### src/design/aps_pkg.sv
`timescale 1ns / 1ps

package aps_pkg;

   // Default coordinate width; the top level can override it.
   localparam int COORD_WIDTH_DEF = 16;

   // Output angle, signed Q3.13 radians.
   localparam int ANGLE_WIDTH = 16;

   // Ratio magnitude in Q1.15, up to and including 1.0.
   localparam int QUO_WIDTH = 16;

   // Polynomial term in Q.30 and the product with the ratio in Q.45.
   localparam int POLY_WIDTH  = 31;
   localparam int PROD_WIDTH  = 48;
   localparam int ROUND_SHIFT = 32;

   localparam logic [QUO_WIDTH-1:0]  Z_ONE       = 16'h8000;
   localparam logic [POLY_WIDTH-1:0] POLY_BASE   = 31'd843317248;   // round(pi/4 * 2^15) * 2^15
   localparam logic [POLY_WIDTH-1:0] POLY_SLOPE  = 31'd8946;        // round(0.273 * 2^15)
   localparam logic [PROD_WIDTH-1:0] ROUND_CONST = 48'h0000_8000_0000;

   localparam logic signed [ANGLE_WIDTH-1:0] ANGLE_PI      = 16'sd25736;
   localparam logic signed [ANGLE_WIDTH-1:0] ANGLE_HALF_PI = 16'sd12868;

   // Angle offset that the quadrant of the point selects.
   typedef enum logic [2:0] {
      BASE_ZERO,
      BASE_PI,
      BASE_NEG_PI,
      BASE_HALF_PI,
      BASE_NEG_HALF_PI
   } base_type;

   // Quadrant information that travels with each item through the pipeline.
   typedef struct packed {
      base_type base;
      logic     flip;   // subtract the arctangent magnitude instead of adding it
   } tag_type;

   // Offset in Q3.13 for a quadrant code.
   function automatic logic signed [ANGLE_WIDTH-1:0] base_angle(input base_type base);
      logic signed [ANGLE_WIDTH-1:0] value;
      begin
         unique case (base)
            BASE_ZERO:        value = '0;
            BASE_PI:          value = ANGLE_PI;
            BASE_NEG_PI:      value = -ANGLE_PI;
            BASE_HALF_PI:     value = ANGLE_HALF_PI;
            BASE_NEG_HALF_PI: value = -ANGLE_HALF_PI;
            default:          value = '0;
         endcase
         return value;
      end
   endfunction

endpackage

### src/design/atan2_polynomial_approx.sv
`timescale 1ns / 1ps

// Channel   Ports                                Direction  Handshake
// request   req_y_coord, req_x_coord             in         start high, busy low
// response  rsp_angle                            out        rsp_valid strobe, one cycle
//
// A new item is taken in every cycle; busy is always low.
// Each item's angle appears in the order taken; it passes the input registers, the divider,
// the polynomial stages and the output register. The divider resolves one quotient bit per stage.
// Synchronous reset clears only the valid bits; items in flight are dropped.
// The receiver cannot stall, so the pipeline never holds.
module atan2_polynomial_approx #(
   parameter int COORD_WIDTH = aps_pkg::COORD_WIDTH_DEF
) (
   input  logic                                   clock,
   input  logic                                   reset,
   input  logic                                   start,
   output logic                                   busy,
   input  logic signed [COORD_WIDTH-1:0]          req_y_coord,
   input  logic signed [COORD_WIDTH-1:0]          req_x_coord,
   output logic                                   rsp_valid,
   output logic signed [aps_pkg::ANGLE_WIDTH-1:0] rsp_angle
);

   localparam int MW = COORD_WIDTH;
   localparam int QB = aps_pkg::QUO_WIDTH;
   localparam int AW = aps_pkg::ANGLE_WIDTH;

   logic             v1_ff;
   logic [MW-1:0]    my_ff;
   logic [MW-1:0]    mx_ff;
   logic             yneg_ff;
   logic             xneg_ff;

   logic             v2_ff;
   logic [MW-1:0]    num_ff;
   logic [MW-1:0]    den_ff;
   aps_pkg::tag_type tag2_ff;

   logic [MW-1:0]    my_in;
   logic [MW-1:0]    mx_in;
   logic [MW-1:0]    num_in;
   logic [MW-1:0]    den_in;
   aps_pkg::tag_type tag2_in;
   logic             swap;
   logic             origin;

   logic             div_valid;
   logic [QB-1:0]    div_quo;
   aps_pkg::tag_type div_tag;

   logic             poly_valid;
   logic [AW-1:0]    poly_atan;
   aps_pkg::tag_type poly_tag;

   logic             rsp_valid_ff;
   logic signed [AW-1:0] rsp_angle_ff;
   logic signed [AW-1:0] term;
   logic signed [AW-1:0] angle_in;

   assign busy = 1'b0;

   // Magnitudes; the most negative value maps to its unsigned magnitude.
   assign my_in = req_y_coord[MW-1] ? (~req_y_coord + MW'(1)) : req_y_coord;
   assign mx_in = req_x_coord[MW-1] ? (~req_x_coord + MW'(1)) : req_x_coord;

   // Ratio operands and quadrant code. The origin divides zero by one.
   always_comb begin
      swap    = ~(mx_ff > my_ff);
      origin  = (mx_ff == '0) && (my_ff == '0);
      num_in  = swap ? mx_ff : my_ff;
      den_in  = swap ? my_ff : mx_ff;
      tag2_in.flip = yneg_ff ^ xneg_ff ^ swap;
      priority if (origin) begin
         num_in       = '0;
         den_in       = MW'(1);
         tag2_in.base = aps_pkg::BASE_ZERO;
      end else if (swap) begin
         tag2_in.base = yneg_ff ? aps_pkg::BASE_NEG_HALF_PI : aps_pkg::BASE_HALF_PI;
      end else if (xneg_ff) begin
         tag2_in.base = yneg_ff ? aps_pkg::BASE_NEG_PI : aps_pkg::BASE_PI;
      end else begin
         tag2_in.base = aps_pkg::BASE_ZERO;
      end
   end

   always_ff @(posedge clock) begin
      if (reset) begin
         v1_ff <= 1'b0;
         v2_ff <= 1'b0;
      end else begin
         v1_ff <= start;
         v2_ff <= v1_ff;
      end
   end

   always_ff @(posedge clock) begin
      my_ff   <= my_in;
      mx_ff   <= mx_in;
      yneg_ff <= req_y_coord[MW-1];
      xneg_ff <= req_x_coord[MW-1];
      num_ff  <= num_in;
      den_ff  <= den_in;
      tag2_ff <= tag2_in;
   end

   aps_div_pipe #(
      .COORD_WIDTH (COORD_WIDTH)
   ) u_div (
      .clock     (clock),
      .reset     (reset),
      .in_valid  (v2_ff),
      .in_num    (num_ff),
      .in_den    (den_ff),
      .in_tag    (tag2_ff),
      .out_valid (div_valid),
      .out_quo   (div_quo),
      .out_tag   (div_tag)
   );

   aps_poly u_poly (
      .clock     (clock),
      .reset     (reset),
      .in_valid  (div_valid),
      .in_mag    (div_quo),
      .in_tag    (div_tag),
      .out_valid (poly_valid),
      .out_atan  (poly_atan),
      .out_tag   (poly_tag)
   );

   // Apply the arctangent to the quadrant offset.
   assign term     = poly_tag.flip ? -$signed(poly_atan) : $signed(poly_atan);
   assign angle_in = aps_pkg::base_angle(poly_tag.base) + term;

   always_ff @(posedge clock) begin
      if (reset) begin
         rsp_valid_ff <= 1'b0;
      end else begin
         rsp_valid_ff <= poly_valid;
      end
   end

   always_ff @(posedge clock) begin
      rsp_angle_ff <= angle_in;
   end

   assign rsp_valid = rsp_valid_ff;
   assign rsp_angle = rsp_angle_ff;

endmodule

### src/design/aps_div_pipe.sv
`timescale 1ns / 1ps

// Pipelined restoring divider: quotient = floor(num * 2^15 / den), num <= den.
// One quotient bit is resolved in each stage, most significant bit first.
module aps_div_pipe #(
   parameter int COORD_WIDTH = aps_pkg::COORD_WIDTH_DEF
) (
   input  logic                           clock,
   input  logic                           reset,
   input  logic                           in_valid,
   input  logic [COORD_WIDTH-1:0]         in_num,
   input  logic [COORD_WIDTH-1:0]         in_den,
   input  aps_pkg::tag_type               in_tag,
   output logic                           out_valid,
   output logic [aps_pkg::QUO_WIDTH-1:0]  out_quo,
   output aps_pkg::tag_type               out_tag
);

   localparam int QB = aps_pkg::QUO_WIDTH;
   localparam int MW = COORD_WIDTH;

   logic [QB-1:0]    valid_ff;
   logic [MW-1:0]    rem_ff [QB];
   logic [MW-1:0]    den_ff [QB];
   logic [QB-1:0]    quo_ff [QB];
   aps_pkg::tag_type tag_ff [QB];

   logic [MW-1:0]    rem_in [QB];
   logic [MW-1:0]    den_in [QB];
   logic [QB-1:0]    quo_in [QB];
   aps_pkg::tag_type tag_in [QB];

   // Valid bits shift along with the items.
   always_ff @(posedge clock) begin
      if (reset) begin
         valid_ff <= '0;
      end else begin
         valid_ff <= {valid_ff[QB-2:0], in_valid};
      end
   end

   for (genvar k = 0; k < QB; k++) begin : g_stage
      logic [MW:0]   shifted;
      logic [MW+1:0] diff;
      logic          qbit;

      // Trial subtraction of the divisor from the shifted partial remainder.
      if (k == 0) begin : g_first
         assign shifted   = {1'b0, in_num};
         assign den_in[k] = in_den;
         assign tag_in[k] = in_tag;
      end else begin : g_next
         assign shifted   = {rem_ff[k-1], 1'b0};
         assign den_in[k] = den_ff[k-1];
         assign tag_in[k] = tag_ff[k-1];
      end

      assign diff      = {1'b0, shifted} - {2'b00, den_in[k]};
      assign qbit      = ~diff[MW+1];
      assign rem_in[k] = qbit ? diff[MW-1:0] : shifted[MW-1:0];

      if (k == 0) begin : g_q_first
         assign quo_in[k] = {{(QB-1){1'b0}}, qbit};
      end else begin : g_q_next
         assign quo_in[k] = {quo_ff[k-1][QB-2:0], qbit};
      end

      always_ff @(posedge clock) begin
         rem_ff[k] <= rem_in[k];
         den_ff[k] <= den_in[k];
         quo_ff[k] <= quo_in[k];
         tag_ff[k] <= tag_in[k];
      end
   end

   assign out_valid = valid_ff[QB-1];
   assign out_quo   = quo_ff[QB-1];
   assign out_tag   = tag_ff[QB-1];

endmodule

### src/design/aps_poly.sv
`timescale 1ns / 1ps

// Arctangent magnitude |z| * (pi/4 + 0.273 * (1 - |z|)), rounded to Q3.13.
// Three stages: polynomial term, product, rounding.
module aps_poly (
   input  logic                             clock,
   input  logic                             reset,
   input  logic                             in_valid,
   input  logic [aps_pkg::QUO_WIDTH-1:0]    in_mag,
   input  aps_pkg::tag_type                 in_tag,
   output logic                             out_valid,
   output logic [aps_pkg::ANGLE_WIDTH-1:0]  out_atan,
   output aps_pkg::tag_type                 out_tag
);

   localparam int QB = aps_pkg::QUO_WIDTH;
   localparam int PW = aps_pkg::POLY_WIDTH;
   localparam int XW = aps_pkg::PROD_WIDTH;
   localparam int AW = aps_pkg::ANGLE_WIDTH;
   localparam int RS = aps_pkg::ROUND_SHIFT;

   logic [2:0]       valid_ff;
   logic [QB-1:0]    mag_a_ff;
   logic [PW-1:0]    poly_ff;
   logic [XW-1:0]    prod_ff;
   logic [AW-1:0]    atan_ff;
   aps_pkg::tag_type tag_a_ff;
   aps_pkg::tag_type tag_b_ff;
   aps_pkg::tag_type tag_c_ff;

   logic [QB-1:0]    comp;
   logic [PW-1:0]    poly_in;
   logic [XW-1:0]    prod_in;
   logic [XW-1:0]    rounded;
   logic [AW-1:0]    atan_in;

   // Polynomial term in Q.30.
   assign comp    = aps_pkg::Z_ONE - in_mag;
   assign poly_in = aps_pkg::POLY_BASE + PW'(comp) * aps_pkg::POLY_SLOPE;

   // Product with the ratio magnitude in Q.45.
   assign prod_in = XW'(mag_a_ff) * XW'(poly_ff);

   // Round half up to Q3.13.
   assign rounded = prod_ff + aps_pkg::ROUND_CONST;
   assign atan_in = rounded[RS+AW-1:RS];

   always_ff @(posedge clock) begin
      if (reset) begin
         valid_ff <= '0;
      end else begin
         valid_ff <= {valid_ff[1:0], in_valid};
      end
   end

   always_ff @(posedge clock) begin
      mag_a_ff <= in_mag;
      poly_ff  <= poly_in;
      tag_a_ff <= in_tag;
      prod_ff  <= prod_in;
      tag_b_ff <= tag_a_ff;
      atan_ff  <= atan_in;
      tag_c_ff <= tag_b_ff;
   end

   assign out_valid = valid_ff[2];
   assign out_atan  = atan_ff;
   assign out_tag   = tag_c_ff;

endmodule

### config.mk
export PLATFORM = sky130hd
export DESIGN_NAME = atan2_polynomial_approx
export DESIGN_NICKNAME = d
export VERILOG_FILES = /design/src/design/aps_pkg.sv /design/src/design/atan2_polynomial_approx.sv /design/src/design/aps_div_pipe.sv /design/src/design/aps_poly.sv
export SDC_FILE = /design/constraint.sdc
export NUM_CORES = 2
export LEC_CHECK = 0
export BUFFER_PORTS_ARGS = -buffer_cell sky130_fd_sc_hd__buf_2
export CORE_MARGIN = 1
export CORE_UTILIZATION = 60
export CTS_BUF_LIST = sky130_fd_sc_hd__clkbuf_16
export CTS_CLUSTER_DIAMETER = 80
export CTS_CLUSTER_SIZE = 40
export DETAILED_ROUTE_END_ITERATION = 8
export PLACE_DENSITY = 0.77
export SYNTH_ARGS = -nofsm -noshare
export SYNTH_HDL_FRONTEND = slang
export SYNTH_SLANG_ARGS = --single-unit
### constraint.sdc
create_clock -name clock -period 7.6 [get_ports clock]
set_input_delay 1.14 -clock clock [delete_from_list [all_inputs] [get_ports clock]]
set_output_delay 1.14 -clock clock [all_outputs]
set_load 0.005 [all_outputs]
# Yosys cells after proc, flatten, opt, wreduce, memory -nomap -nowiden
# Memories as Yosys holds them, arrays and structs flattened. A register that Yosys moved wholly into a read port is not among the register bits.
# Index checks and enable logic that the tools add are counted.
# word_totals
wordCells	108
mem_bits_rw	832
input_bits	35
ff_bits	226
n_memories	4
# mem_list
memory	words	width	read_ports	rd_clocked_by_memory_dff	wr	line	text
u_div.den_ff	16	16	15	0	16	aps_div_pipe.sv:24	logic [MW-1:0] den_ff [QB];
u_div.quo_ff	16	16	16	0	16	aps_div_pipe.sv:25	logic [QB-1:0] quo_ff [QB];
u_div.rem_ff	16	16	15	0	16	aps_div_pipe.sv:23	logic [MW-1:0] rem_ff [QB];
u_div.tag_ff	16	4	16	1	16	aps_div_pipe.sv:26	aps_pkg::tag_type tag_ff [QB];
# classes
reduce_logical	3
mul	2
bitwise_logic	21
magnitude_cmp	1
muxes	26
eq_ne	4
n_addsub	23
# ops
operator	count
two-way mux 16 bit	19
subtractor 17 x 16 -> 18 bit	15
one-hot mux 16 bit (4 select lines)	1
adder 47 x 32 -> 48 bit, second input constant	1
multiplier 16 x 31 -> 47 bit	1
adder 16 x 2 -> 16 bit, second input constant	2
zero test 16 bit	2
inverter 16 bit	2
adder 30 x 30 -> 31 bit, first input constant	1
two-way mux 15 bit	2
multiplier 16 x 13 -> 29 bit, second input constant	1
inverter 1 bit	17
subtractor 16 x 16 -> 17 bit	1
adder 16 bit	1
> comparator 16 bit	1
negation 16 bit	1
subtractor 16 bit, first input constant	1
equality test 3 x 2 -> 1 bit, second input constant	2
two-way mux 3 bit	2
two-way mux 2 bit	2
equality test 3 x 1 -> 1 bit, second input constant	1
equality test 3 bit, second input constant	1
bitwise XOR 1 bit	2
logical AND 1 bit	1

# Depth between registers and ports, before layout
# An unclocked memory read counts as a cell.
# logic_depth
depth_word	4
mapped_depth	28
ltp_nobuf	28

# Cells and area by module
# From an unflattened synthesis, not the netlist that was laid out.
# hier_totals
cells_unflattened	5508
area_unflattened_um2	54118.2
# by_module_without_submodules
mod	area_each_um2	cells_per_inst	seq_area_each_um2	n_inst
aps_div_pipe	28974.0	2773	13933.4	1
aps_poly	20866.3	2287	1841.8	1
atan2_polynomial_approx	4277.9	448	1781.7	1

# Worst setup path before layout
# OpenSTA, ideal clock, no wires.
# synth_path
path_type	flip-flop to flip-flop
startpoint	mem u_div.quo_ff[1][112] (netlist name)
endpoint	reg u_poly.poly_ff[30]
stages_incl_launch_ff	23
synth_period_minus_slack_ns	6.465
arrival_ns	6.338
required_ns	7.473
path_buffers	1
path_slack_ns	1.135
path_cell_list	dfxtp_1 -> nor3_1 -> and3_1 -> clkbuf_1 -> nand2_1 -> or4_1 -> xor2_1 -> fa_1 -> ha_1 -> fa_1 -> fa_1 -> inv_1 -> fa_1 -> inv_1 -> ha_1 -> a21o_1 -> a31o_2 -> nor4_2 -> nor2_1 -> xnor2_1 -> or3b_4 -> a21boi_4 -> or3_1
# synth_lines
item	line	text
start, declared	aps_div_pipe.sv:25	
end signal, assigned	aps_poly.sv:58	poly_ff <= poly_in;
end, declared	aps_poly.sv:24	logic [PW-1:0] poly_ff;

# Worst setup path after layout
# layout_path
startpoint	reg u_poly.mag_a_ff[12]
endpoint	reg u_poly.prod_ff[46]
# layout_between
elab_chain_cells	1
# layout_rtl
item	line	text
start, declared	aps_poly.sv:23	logic [QB-1:0] mag_a_ff;
start signal, assigned	aps_poly.sv:57	mag_a_ff <= in_mag;
multiplier 16 x 31 -> 47 bit	aps_poly.sv:42	assign prod_in = XW'(mag_a_ff) * XW'(poly_ff);
named net u_poly.prod_in[46]	aps_poly.sv:33	logic [XW-1:0] prod_in;
end signal, assigned	aps_poly.sv:60	prod_ff <= prod_in;
end, declared	aps_poly.sv:25	logic [XW-1:0] prod_ff;
# The timed path passes the listed nets, and every way through them passes these cells.
# A chain may end at the register's enable or synchronous reset.

==> run_results.csv <==
group,metric,value,unit
status,outcome,"complete, no violations",
setup_path,worstPathArrival,7.69,ns
setup_path,r2r_start,"u_poly.mag_a_ff[12]$_DFF_P_",
yosys,synth_flop_cell,"dfxtp_1",
sta,post-route-min-period,7.15,ns
setup_path,cp_common_cell,"fa_1",
yosys,synth-edff-count,0,
floorplanning,core_area,86900,um^2
clock_network,clock_path_buffers,3,
layout,num-fill-cells,6893,
yosys,seq_area_frac_synth,33.3,%
yosys,netlist_instances,5265,
yosys,syn_area_per_cell,10.0,um^2
placed_design,port-buffer-count,51,
setup_path,cp-startpoint,"u_poly.mag_a_ff[12]$_DFF_P_",
global_route,overflow,0,
sta,slew_viol_final,0,
floorplanning,dieHeight,298,um
placed_design,routabilityCongestion,0.892,
yosys,synth_area_leaders,"dfxtp_1 (33%), fa_1 (18%), ha_1 (12%)",
drt,route.met2.wl,48.5,mm
yosys,synthesis.nets,6252,
drt,drtIter0Drc,1559,
setup_path,cp-end-kind,"register",
hold_path,hp-start,"u_div.quo_ff[1][86]$_DFF_P_",
drt,via_count,34500,
sta,hold_violations,0,
drt,routed.top_layer,"met4",
sta,setup_viol,0,
layout,drive_gt1_share,8.25,%
global_route,grt_pass1_vias,35600,
clock_network,cts_resized,0,
clock_network,insertion_delay,0.64,ns
clock_network,postCtsSetupBuffers,0,
layout,antenna_cells,0,
drt,wirelength,95.8,mm
drt,met1_length,41.2,mm
setup_path,cp.required,8.14,ns
hold_path,hp-class,"reg -> reg",
yosys,yosys_warnings,0,
drt,avgViaCountPerCell,5.33,
global_route,grt_max_degree,41,
drt,wl_per_cell,14.8,um
drt,wl_met3,4.10,mm
setup_path,cpPeakStageDelay,1.19,ns
drt,drcViolationCount,0,
drt,dr.pass1.iters,5,
setup_path,cp_cell_sequence,"nand2_1 > fa_1 > fa_1 > fa_1 > inv_1 > fa_1 > fa_1 > fa_1 > ha_1 > nand4_1 > nor3_1 > a211oi_1 > a311oi_1 > o31ai_2 > o22ai_2 > a41oi_2 > a21oi_1 > a21oi_2 > xnor2_1",
clock_network,clock-sinks,877,
clock_network,hold_buffers,0,
global_route,grt_usage,22.0,%
yosys,synth_top_area_cell,"dfxtp_1",
sta,tightestPinTransition,1.28,ns
clock_network,htree_levels,2,
yosys,synthesis.area,52700,um^2
layout,utilization,64.0,%
sta,setup_tns,0,ns
yosys,async_reset_ff_share,0,%
floorplanning,io_pins,53,
drt,ant_nets,0,
yosys,synth_cell_types,93,
yosys,synth.most_common_cell,"inv_1",
setup_path,crit_fanout,30,
layout,area_delta_synth_final,5.52,%
floorplanning,initial_utilization,60.7,%
sta,relSlewSlack,14.5,%
sta,rsz0062_at_grt,"false",
sta,fin_skew,0.0645,ns
setup_path,slowest_stage,"dfxtp_1",
sta,fmax,0.140,GHz
floorplanning,die_x,298,um
global_route,antenna_found_initial,0,
sta,fin_crit_sh,94.1,%
setup_path,crit_type,"reg -> reg",
yosys,synth.top_cell.area_share,33.3,%
layout,num-nets-final,6267,
floorplanning,core.rowCount,108,
floorplanning,die_area,89000,um^2
setup_path,startpoint_type,"register",
placed_design,dp_hpwl,76.9,mm
clock_network,clkTransAtPathRegs,0.13,ns
clock_network,cts_tree,"built",
yosys,ys_top_cells_by_count,"inv_1 (890), dfxtp_1 (877), ha_1 (489)",
yosys,synth_seq_cells,877,
global_route,grt_pass1_wl,165,mm
clock_network,clk_root_buffer_cell,"clkbuf_16",
run,maxCapViolCount,0,
clock_network,cts_buffers,38,
==> worst paths after layout <==
check	to	depth (start not counted)	slack (ns)
hold / removal	u_div.quo_ff[1][103]$_DFF_P_	0	0.31
setup reg to reg	u_poly.prod_ff[46]$_DFF_P_	19	0.45
hold reg to reg	u_div.quo_ff[1][103]$_DFF_P_	0	0.31
setup / recovery	u_poly.prod_ff[46]$_DFF_P_	19	0.45
==> placed cells by master (no fill, tap or decap), types with 19 or more instances in the layout <==
cell type / instances
nor3_1: 69
o21ai_2: 22
mux2_4: 43
dfxtp_1: 877
or3_1: 33
buf_4: 42
a21boi_1: 19
nor2b_1: 74
xnor2_1: 180
and2_1: 174
nor2_1: 209
nand2b_1: 59
mux2_1: 19
a21o_1: 55
fa_1: 463
ha_1: 489
xor2_1: 79
mux2i_1: 21
a21oi_1: 139
nand2_1: 466
inv_1: 890
o31ai_1: 21
o21ai_0: 131
o21a_1: 61
buf_2: 51
nand3_1: 79
mux2_2: 150
o21ai_1: 31
a211oi_1: 28
clkbuf_16: 38
==> layout make-up <==
cell class	count	area [um^2]	area share, %
Clock buffer	38	951	1.71
Tap cell	1155	1450	2.60
Clock inverter	29	515	0.927
Sequential cell	877	17600	31.6
Timing Repair Buffer	96	631	1.13
Multi-Input combinational cell	3374	31200	56.0
Inverter	893	3350	6.03
==> registers in the layout, indices dropped and copies added, names as in the netlist, 29 cells and up <==
signal	cells
u_div.tag_ff	64
u_div.rem_ff	240
u_div.quo_ff	136
u_div.den_ff	240
u_poly.poly_ff	29
==> per-layer routing <==
metal,GRT usage [%],up-vias
met2,40.2,640
met3,2.76,144
li1,-,16900
met1,27.4,16800
met5,0,-
met4,5.21,0
==> stage by stage <==
stage	std cells	hold slack [ns]	area (um^2)	setup slack [ns]
5_1_grt	6462	0.308	55600	0.0714
3_3_place_gp	6395	0.310	54200	0.638
6_report	6462	0.306	55600	0.445
4_1_cts	6462	0.312	55600	0.505
3_5_place_dp	6395	0.312	54200	0.533
2_1_floorplan	5265	0.310	52700	1.14
==> worst max-delay path, delay by kind of cell, from the launching register on <==
family	cells	cell delay, ns
AO/OA/AOI/OAI	7	1.93
AND/OR/NAND/NOR	3	0.53
flip-flops	1	1.19
adder cells (fa/ha/maj)	7	3.25
buffers and inverters	1	0.05
XOR/XNOR	1	0.13
==> logic make-up (layout without fill, tap and decap cells) <==
group / count (synthesis) / in the layout / synth area share (%)
XOR/XNOR: 262 / 262 / 4.42
adder cells (fa/ha/maj): 952 / 952 / 29.2
other: 1 / 1 / 0.00711
AND/OR/NAND/NOR: 1260 / 1260 / 11.5
AO/OA/AOI/OAI: 666 / 666 / 8.75
flip-flops: 877 / 877 / 33.3
multiplexers: 233 / 233 / 5.23
buffers and inverters: 1014 / 1056 / 7.57
Power is left out: the tool's default activity adds up to more than one toggle a clock period on the data nets, which glitch-free logic cannot reach.
